[src/sv/fsa_pkg.sv]
package fsa_pkg;

  // Fixed field widths
  localparam int unsigned RunW     = 4;
  localparam int unsigned LenW     = 16;
  localparam int unsigned FrameW   = 32;
  localparam int unsigned StatusW  = 3;
  localparam int unsigned LedsW    = 10;
  localparam int unsigned SeenW    = 4;
  localparam int unsigned NumLedRegs = 4;
  localparam int unsigned LedIdxW  = 2;
  localparam int unsigned CfgIdxW  = 3;
  localparam int unsigned RunsDefault = 4;

  // Per-LED byte count and header overhead of a packet
  localparam logic [LenW-1:0] BytesPerLed = 16'd3;
  localparam logic [LenW-1:0] HeaderBytes = 16'd4;

  // Register indexes
  localparam logic [CfgIdxW-1:0] RegLedsRun0 = 3'd0;
  localparam logic [CfgIdxW-1:0] RegLedsRun1 = 3'd1;
  localparam logic [CfgIdxW-1:0] RegLedsRun2 = 3'd2;
  localparam logic [CfgIdxW-1:0] RegLedsRun3 = 3'd3;

  // Result status codes
  localparam logic [StatusW-1:0] StAccepted = 3'd0;
  localparam logic [StatusW-1:0] StBadRun   = 3'd1;
  localparam logic [StatusW-1:0] StBadLen   = 3'd2;
  localparam logic [StatusW-1:0] StStale    = 3'd3;
  localparam logic [StatusW-1:0] StNextOld  = 3'd4;

  typedef struct packed {
    logic [RunW-1:0]   run_number;
    logic [LenW-1:0]   packet_length;
    logic [FrameW-1:0] frame_number;
  } in_beat_t;

  typedef struct packed {
    logic [StatusW-1:0] status;
    logic               dest_slot;
    logic               frame_complete;
    logic               slots_swapped;
  } out_beat_t;

  typedef struct packed {
    logic [1:0][FrameW-1:0] frame;
    logic [1:0][SeenW-1:0]  seen;
    logic                   cur;
  } slot_state_t;

  // a is ahead of b by a signed wrapping difference
  function automatic logic newer_than(logic [FrameW-1:0] a, logic [FrameW-1:0] b);
    logic [FrameW-1:0] d;
    d = a - b;
    return (d != '0) && !d[FrameW-1];
  endfunction

endpackage

[src/sv/frame_slot_assembler.sv]
// Frame slot assembler.
// Input channel (in_valid_i / in_stall_o / in_data_i): one packet header per
// beat: run number, packet length and frame number.
// Output channel (out_valid_o / out_stall_i / out_data_o): one result per
// header: status, target slot, frame-complete and slot-swap flags.
// Configuration: cfg_we_i writes cfg_data_i into the LED count of run
// cfg_idx_i; indexes 4 and above are ignored.
// The header register is loaded when a header is accepted; the placement
// logic then updates the slot state and loads the result register as soon
// as the result register is empty or its result is being taken.
// Throughput is one header per cycle while the receiver does not stall; the
// limit is the slot state update, registered and read back by the next header.
// A result waiting in the output register does not block acceptance; only
// when both the header and the result register are full and the receiver
// stalls does in_stall_o rise, and both registers then hold.
// Reset empties both slots (frame number 0, no runs seen), selects slot 0 as
// current and clears the LED counts.
module frame_slot_assembler #(
  parameter int unsigned RUNS = fsa_pkg::RunsDefault
) (
  input  logic                         clk_i,
  input  logic                         rst_ni,
  input  logic                         in_valid_i,
  output logic                         in_stall_o,
  input  fsa_pkg::in_beat_t            in_data_i,
  output logic                         out_valid_o,
  input  logic                         out_stall_i,
  output fsa_pkg::out_beat_t           out_data_o,
  input  logic                         cfg_we_i,
  input  logic [fsa_pkg::CfgIdxW-1:0]  cfg_idx_i,
  input  logic [fsa_pkg::LedsW-1:0]    cfg_data_i
);

  logic [fsa_pkg::NumLedRegs-1:0][fsa_pkg::LedsW-1:0] leds_q;
  fsa_pkg::in_beat_t    hdr_q;
  logic                 hdr_valid_q;
  fsa_pkg::slot_state_t state_q, state_d;
  fsa_pkg::out_beat_t   res_q, res_d;
  logic                 res_valid_q;
  logic                 res_hold, advance, take;

  // handshake
  assign res_hold   = res_valid_q && out_stall_i;
  assign advance    = hdr_valid_q && !res_hold;
  assign in_stall_o = hdr_valid_q && res_hold;
  assign take       = in_valid_i && !in_stall_o;

  assign out_valid_o = res_valid_q;
  assign out_data_o  = res_q;

  fsa_place #(
    .RUNS(RUNS)
  ) u_place (
    .hdr_i  (hdr_q),
    .leds_i (leds_q),
    .state_i(state_q),
    .state_o(state_d),
    .res_o  (res_d)
  );

  // LED count registers
  always_ff @(posedge clk_i or negedge rst_ni) begin
    if (!rst_ni) begin
      leds_q <= '0;
    end else if (cfg_we_i) begin
      unique case (cfg_idx_i)
        fsa_pkg::RegLedsRun0: leds_q[0] <= cfg_data_i;
        fsa_pkg::RegLedsRun1: leds_q[1] <= cfg_data_i;
        fsa_pkg::RegLedsRun2: leds_q[2] <= cfg_data_i;
        fsa_pkg::RegLedsRun3: leds_q[3] <= cfg_data_i;
        default: ;
      endcase
    end
  end

  // control and slot state
  always_ff @(posedge clk_i or negedge rst_ni) begin
    if (!rst_ni) begin
      hdr_valid_q <= 1'b0;
      res_valid_q <= 1'b0;
      state_q     <= '0;
    end else begin
      if (take) begin
        hdr_valid_q <= 1'b1;
      end else if (advance) begin
        hdr_valid_q <= 1'b0;
      end
      if (advance) begin
        res_valid_q <= 1'b1;
        state_q     <= state_d;
      end else if (!res_hold) begin
        res_valid_q <= 1'b0;
      end
    end
  end

  // payload registers
  always_ff @(posedge clk_i) begin
    if (take) begin
      hdr_q <= in_data_i;
    end
    if (advance) begin
      res_q <= res_d;
    end
  end

endmodule

[src/sv/fsa_place.sv]
module fsa_place #(
  parameter int unsigned RUNS = fsa_pkg::RunsDefault
) (
  input  fsa_pkg::in_beat_t                                   hdr_i,
  input  logic [fsa_pkg::NumLedRegs-1:0][fsa_pkg::LedsW-1:0]  leds_i,
  input  fsa_pkg::slot_state_t                                state_i,
  output fsa_pkg::slot_state_t                                state_o,
  output fsa_pkg::out_beat_t                                  res_o
);

  localparam logic [fsa_pkg::SeenW-1:0] AllRuns = fsa_pkg::SeenW'((1 << RUNS) - 1);

  logic                        cur, nxt;
  logic [fsa_pkg::FrameW-1:0]  frame, cur_frame, nxt_frame;
  logic [fsa_pkg::LenW-1:0]    exp_len;
  logic                        bad_run, bad_len;
  logic                        hit_cur, hit_nxt, newer, open_ok;
  logic                        tgt;
  logic [fsa_pkg::SeenW-1:0]   seen_base, seen_new;
  logic                        complete;

  always_comb begin
    cur       = state_i.cur;
    nxt       = ~state_i.cur;
    frame     = hdr_i.frame_number;
    cur_frame = state_i.frame[cur];
    nxt_frame = state_i.frame[nxt];

    // header checks
    bad_run = hdr_i.run_number >= fsa_pkg::RunW'(RUNS);
    exp_len = {6'd0, leds_i[hdr_i.run_number[fsa_pkg::LedIdxW-1:0]]} * fsa_pkg::BytesPerLed
              + fsa_pkg::HeaderBytes;
    bad_len = hdr_i.packet_length != exp_len;

    // slot placement, in priority order
    hit_cur = (frame == cur_frame) || (cur_frame == '0);
    hit_nxt = frame == nxt_frame;
    newer   = fsa_pkg::newer_than(frame, cur_frame);
    open_ok = (nxt_frame == '0) || fsa_pkg::newer_than(nxt_frame, frame);
    tgt     = hit_cur ? cur : nxt;

    // run bits of the target; a freshly opened next slot starts empty
    seen_base = (!hit_cur && !hit_nxt) ? '0 : state_i.seen[tgt];
    seen_new  = seen_base | (fsa_pkg::SeenW'(1) << hdr_i.run_number[fsa_pkg::LedIdxW-1:0]);
    complete  = (seen_new & AllRuns) == AllRuns;

    state_o = state_i;
    res_o   = '0;

    if (bad_run) begin
      res_o.status = fsa_pkg::StBadRun;
    end else if (bad_len) begin
      res_o.status = fsa_pkg::StBadLen;
    end else if (!hit_cur && !hit_nxt && !newer) begin
      res_o.status = fsa_pkg::StStale;
    end else if (!hit_cur && !hit_nxt && !open_ok) begin
      res_o.status = fsa_pkg::StNextOld;
    end else begin
      state_o.frame[tgt] = frame;
      state_o.seen[tgt]  = seen_new;
      res_o.status         = fsa_pkg::StAccepted;
      res_o.dest_slot      = tgt;
      res_o.frame_complete = complete;
      // next slot done: it becomes current, old current is emptied
      if ((tgt == nxt) && complete) begin
        state_o.cur        = nxt;
        state_o.frame[cur] = '0;
        state_o.seen[cur]  = '0;
        res_o.slots_swapped = 1'b1;
      end
    end
  end

endmodule

[config.mk]
export PLATFORM = sky130hd
export DESIGN_NAME = frame_slot_assembler
export DESIGN_NICKNAME = d
export VERILOG_FILES = /design/src/sv/fsa_pkg.sv /design/src/sv/frame_slot_assembler.sv /design/src/sv/fsa_place.sv
export SDC_FILE = /design/constraint.sdc
export NUM_CORES = 1
export LEC_CHECK = 0
export ABC_AREA = 1
export BUFFER_PORTS_ARGS = -buffer_cell sky130_fd_sc_hd__buf_4
export CAP_MARGIN = 20
export CORE_MARGIN = 8
export CORE_UTILIZATION = 46
export CTS_CLUSTER_SIZE = 14
export DETAILED_ROUTE_END_ITERATION = 10
export GPL_TIMING_DRIVEN = 0
export PLACE_DENSITY = 0.73
export SYNTH_ARGS = -nofsm -noshare
export SYNTH_HDL_FRONTEND = slang
export SYNTH_SLANG_ARGS = --single-unit
[constraint.sdc]
create_clock -name clk_i -period 5.37 [get_ports clk_i]
set_clock_uncertainty 0.05 [all_clocks]
set_input_delay 0.2685 -clock clk_i [delete_from_list [all_inputs] [get_ports clk_i]]
set_output_delay 0.2685 -clock clk_i [all_outputs]
set_load 0.005 [all_outputs]
Word level (Yosys, flattened, before mapping)
Index checks and enable logic that the tools add are counted.
W data, S select, Z words.
{"block": "word_totals", "out_inout_bits": 8, "elab_cells": 115, "regBits": 173}
{"block": "op_classes", "mux": 29, "eq_ne": 9, "order_cmp": 7, "addsub": 3, "bitwise": 10, "n_shift": 1, "n_reduce_logical": 36, "mul": 1}
{"operator": "$mux W32", "count": 6}
{"operator": "$mux W73", "count": 1}
{"operator": "$and A64 B64 Y64", "count": 1}
{"operator": "$bwmux W64", "count": 1}
{"operator": "$demux W32 S1", "count": 2}
{"operator": "$eq A32 B32 Y1", "count": 2}
{"operator": "$logic_not A32 Y1", "count": 2}
{"operator": "$not A64 Y64", "count": 1}
{"operator": "$reduce_bool A32 Y1", "count": 2}
{"operator": "$sub A32 B32 Y32", "count": 2}
{"operator": "$bmux W10 S2", "count": 1}
{"operator": "$mux W4", "count": 5}
{"operator": "$ne A16 B16 Y1", "count": 1}
{"operator": "$add A12 B3 Y13 const B", "count": 1}
{"operator": "$logic_and A1 B1 Y1", "count": 12}
{"operator": "$mul A10 B2 Y12 const B", "count": 1}
{"operator": "$mux W10", "count": 1}
{"operator": "$and A8 B8 Y8", "count": 1}
{"operator": "$bwmux W8", "count": 1}
{"operator": "$demux W4 S1", "count": 2}
{"operator": "$logic_not A1 Y1", "count": 8}
{"operator": "$not A8 Y8", "count": 1}
{"operator": "$reduce_and A2 Y1", "count": 4}
{"operator": "$eq A3 B2 Y1 const B", "count": 2}
{"operator": "other kinds (21)", "count": 35}

Logic depth before layout (Yosys ltp)
{"block": "logic_depth", "depth_word": 12, "depth_mapped": 30, "ltp_nobuf": 27}

By module
From an unflattened synthesis, not the netlist that was laid out.
{"block": "unflattened", "hier_cells": 2610, "area_unflattened_um2": 15932.8}
{"module": "fsa_place", "area_each_um2": 9695.5, "cells_each": 2051, "seq_area_each_um2": 0.0, "n_inst": 1}
{"module": "frame_slot_assembler", "area_each_um2": 6237.2, "cells_each": 559, "seq_area_each_um2": 4619.4, "n_inst": 1}

Worst setup path after synthesis
OpenSTA, ideal clock, no wires.
{"block": "synth_timing", "path_type": "flip-flop to flip-flop", "start": "reg hdr_q[48] in the netlist's numbering", "end": "reg state_q[31] in the netlist's numbering", "path_buffers": 2, "path_stages_with_launch": 25, "synth_period_minus_slack_ns": 3.976, "setup_slack_ns": 1.394, "setup_time_ns": 0.120, "arrival_time_ns": 3.806, "t_required_ns": 5.200, "path_cell_list": "edfxtp_1 -> nor2_1 -> clkbuf_1 -> a22oi_1 -> and2_1 -> ha_1 -> inv_1 -> ha_1 -> inv_1 -> fa_1 -> o21ai_0 -> nand2_1 -> nand2_1 -> nand2_1 -> nand3_1 -> nand2_1 -> nand2_1 -> nand2_1 -> nor2_1 -> nand4_1 -> nor3_1 -> nand4_1 -> clkbuf_1 -> nand2_1 -> nand2_1"}
{"block": "synth_via", "elab_chain_cells": 7, "word_cells_on_any_way": 14, "cone_classes": "add/sub: 1; mul: 1; order compare: 1; eq/ne: 2; shift: 1; mux: 3; bitwise: 3; reduce/logical: 2"}
{"item": "start, declared", "line_no": "frame_slot_assembler.sv:35", "text": "fsa_pkg::in_beat_t hdr_q;"}
{"item": "start signal, assigned", "line_no": "frame_slot_assembler.sv:100", "text": "hdr_q <= in_data_i;"}
{"item": "$bmux W10 S2", "line_no": "fsa_place.sv:31", "text": "exp_len = {6'd0, leds_i[hdr_i.run_number[fsa_pkg::LedIdxW-1:0]]} * fsa_pkg::BytesPerLed"}
{"item": "$mux W10 (implied by the code)", "line_no": "fsa_place.sv:31"}
{"item": "$mul A10 B2 Y12", "line_no": "fsa_place.sv:31"}
{"item": "$add A12 B3 Y13", "line_no": "fsa_place.sv:32", "text": "+ fsa_pkg::HeaderBytes;"}
{"item": "$ne A16 B16 Y1", "line_no": "fsa_place.sv:33", "text": "bad_len = hdr_i.packet_length != exp_len;"}
{"item": "$not A1 Y1 (no source line)"}
{"item": "$reduce_and A5 Y1 (no source line)"}
{"item": "end signal, assigned", "line_no": "frame_slot_assembler.sv:90", "text": "state_q <= state_d;"}
{"item": "end, declared", "line_no": "frame_slot_assembler.sv:37", "text": "fsa_pkg::slot_state_t state_q, state_d;"}
Several ways; a longest one is shown, not always the timed one. The select of a mux whose other input is x is not followed.
A chain may end at the register's enable or synchronous reset.

Worst setup path in the final report
{"block": "layout_timing", "start": "reg state_q[0] in the netlist's numbering", "end": "reg state_q[15] in the netlist's numbering"}
{"block": "layout_via", "elab_chain_cells": 12, "word_cells_on_any_way": 51, "cone_classes": "add/sub: 2; order compare: 4; eq/ne: 4; mux: 14; bitwise: 6; reduce/logical: 21"}
{"item": "branches (longest 12 deep; another with $sub A32 B32 Y32)"}
Parallel ways; which one is timed is not known. The select of a mux whose other input is x is not followed.

==> metrics.txt <==
status completed; die area 0.0402 mm^2; Vias 16800; Reg area 0.00462 mm^2; initial antenna violation count 1; DR vias/cell 5.23; worst reg2reg path startpoint state_q[0]$_DFFE_PN0P_; RSZ-0062 raised after global routing false; largest net degree at the start of global routing 72; grt total ovfl 0; core area 0.0335 mm^2; mapped cell area 0.0157 mm^2; antenna cells 0; asr flop ratio synth 66.5%; fmax 0.198 GHz; Min-Delay Path Class in -> reg; Top FF cell, synth dfrtp_1; top-count cell post-synth nand2_1; post-route ant nets 0; Clk Latency, worst-skew pair 0.47 ns; PortBufs 77; Post-Syn Area per Cell 6.02 um^2; DP Cell Count 3129; critical path type reg -> reg; Leak 10.5 nW; post-synth net total 2755; met3 track demand over resource 4.62%; Final Net Count 2910; peak supply drop 320 uV; Final Cycle Share 94.0%; synth warn 0; register area share after synthesis 29.5%; Fin. Hold Viols 0; Synth-to-Final Area Change 15.1%; vias in the first global route 16100; number of synthesized flops with an enable pin 58; M1 GR Usage 33.6%; Hold Crit Endpoint leds_q[21]$_DFFE_PN0P_; R2R depth 24; Top Usage Layer GRT met2; DRC Markers 0; CTS Buffer Depth 2; WHS Path Cells 3; Num CTS Buffers 17; Initial Utilization 46.7%; dpl hpwl 43200 um; hold wc startpoint cfg_data_i[1]; setup slack, reg-to-reg 0.32 ns; Die H 201 um; top cells by area, synth nand2_1, dfrtp_1, inv_1, edfxtp_1, ha_1; Synth Register Bits 173; IO Count 78; drt first pass iters 6; crit path capture type register; Clock transition at path regs 0.07 ns; Final GP Congestion 1.01; Synth cell types 44; Crit Path Max Fanout 10; Total GRT Usage 26.8%; root buf cell clkbuf_16; share of post-route cells with drive strength above 1 6.57%; fillers 3437; Slew Limit Fails 0; Synth Instances 2602; top cell type's share of synthesized area 25.5%; Worst slew margin 43.9%; area of the multi-input gates 0.00889 mm^2; min Tclk post-route 5.05 ns; drt wl/cell 17.0 um; global-route wire length before repair 86200 um; CP arrival 5.40 ns; r2r endpoint state_q[15]$_DFFE_PN0P_; Post-Route WL 54800 um; Iter 0 DRT Violations 1398; Die W 201 um; TritonCTS clock tree built; CP Data Required Time 5.72 ns; met2 usage in global routing 44.4%; row count 67; CTS sink cnt 173; H-tree depth 4; most frequent cells after synthesis nand2_1, inv_1, nor2_1; pwr/cell area 210 mW/mm^2; Tightest Pin Transition 0.841 ns; number of max-cap violations 0; post-route insts no fill 3218; final setup fails 0; Worst setup SP type register; hold_ws 0.0729 ns; leading area contributor after synthesis nand2_1
[stage by stage]
stage / utilization [%] / TNS [ns] / cell area (um^2) / total power [mW] / setup slack, ns
2_1_floorplan: - / 0 / 15700 / 2.16 / 1.39
3_3_place_gp: 50.1 / 0 / 16800 / 2.44 / 0.0542
3_5_place_dp: 50.3 / -4.72 / 16900 / 2.47 / -0.108
4_1_cts: 53.7 / 0 / 18000 / 3.78 / 0.0495
5_1_grt: 53.7 / 0 / 18000 / 3.96 / 0.0444
6_report: 53.7 / 0 / 18000 / 3.78 / 0.321
[state kept, by name, indices dropped and copies added (netlist names)]
register and flops:
state_q 73, leds_q 40, hdr_valid_q 1, hdr_q 52
out_data_o 6, out_valid_o 1
[routing by layer]
| layer | part of all wire [%] | vias to the layer above | wire [um] |
|---|---|---|---|
| li1 | - | 8315 | - |
| met1 | 42 | 7651 | 22800 |
| met2 | 46 | 718 | 25000 |
| met3 | 8.0 | 132 | 4410 |
| met4 | 4.7 | 0 | 2550 |
| met5 | 0 | - | 0 |
[area by class of cell]
class	instances	area share [%]
clock inverter	14	0.778
tap	448	3.11
buffer	78	2.16
inverter	472	9.83
multi-input combinational	1879	49.4
sequential	173	25.6
timing repair buffer	136	6.63
clock buffer	18	2.50
[critical path: stages, from the launching register on]
cell and delay, ns:
dfrtp_1 0.41, buf_4 0.20, buf_4 0.19, buf_2 0.23, buf_2 0.25, o21ai_1 0.44, inv_1 0.15, ha_1 0.33
nand2_1 0.14, inv_1 0.05, nand2_1 0.06, nand2_1 0.06, nand3b_1 0.24, xor2_1 0.18, nor2_1 0.09, nand2_1 0.06
nor3_1 0.29, nand3_1 0.14, nand2_1 0.20, nand2_1 0.19, nand4_1 0.18, buf_4 0.20, clkbuf_1 0.45, nand2_1 0.10
nand2_1 0.09
[cells by family (layout without fill, tap and decap cells)]
| kind of cell | Yosys count | in the layout | synth area share, % |
|---|---|---|---|
| DFF | 173 | 173 | 29.5 |
| and+or+nand+nor | 1531 | 1531 | 40.3 |
| AOI/OAI and AO/OA | 236 | 236 | 8.00 |
| buffers and inverters | 550 | 718 | 13.8 |
| adders and majority gates | 83 | 83 | 6.68 |
| xor gates and xnor gates | 29 | 29 | 1.77 |
[worst max-delay path by stage]
stage,start,endpoint,slack (ns)
after global placement,hdr_q[48]$_DFFE_PP_,state_q[15]$_DFFE_PN0P_,0.05
after global routing,state_q[0]$_DFFE_PN0P_,state_q[14]$_DFFE_PN0P_,0.04
after CTS,hdr_q[48]$_DFFE_PP_,state_q[17]$_DFFE_PN0P_,0.05
after floorplan,hdr_q[48]$_DFFE_PP_,state_q[31]$_DFFE_PN0P_,1.39
final,state_q[0]$_DFFE_PN0P_,state_q[15]$_DFFE_PN0P_,0.32
after detailed placement,hdr_q[48]$_DFFE_PP_,state_q[18]$_DFFE_PN0P_,-0.11
[power breakdown]
group / internal, mW / total, mW / switching, mW
clock network: 0.647 / 1.28 / 0.631
logic: 0.359 / 0.965 / 0.606
registers: 1.46 / 1.54 / 0.0754
[repair_timing]
item | in CTS | in global routing
hold endpoints to repair | 98 | 0
pin swaps | 1 | 0
setup endpoints to repair | 70 | 73
hold buffers | 55 | 0
buffers inserted | 2 | 0
resized for setup | 0 | 9
[placed cells by master, fill, tap and decap left out, drive strengths merged, types with 3 or more instances in the layout]
| cell | synthesis | routed |
|---|---|---|
| nand2 | 1071 | 1071 |
| inv | 469 | 478 |
| nor2 | 181 | 181 |
| nand3 | 170 | 170 |
| o21ai | 163 | 163 |
| buf | 41 | 122 |
| dfrtp | 115 | 115 |
| ha | 82 | 82 |
| edfxtp | 58 | 58 |
| dlygate4sd3 | 0 | 55 |
| clkbuf | 37 | 55 |
| a21oi | 46 | 46 |
| nand3b | 35 | 35 |
| nand4 | 28 | 28 |
| xor2 | 18 | 18 |
| nor3 | 18 | 18 |
| a22oi | 15 | 15 |
| and2 | 11 | 11 |
| xnor2 | 10 | 10 |
| or2 | 9 | 9 |
| clkinv | 3 | 8 |
| o21bai | 5 | 5 |
| nor4 | 4 | 4 |
| nor3b | 3 | 3 |
(Power assumes the default switching activity.)
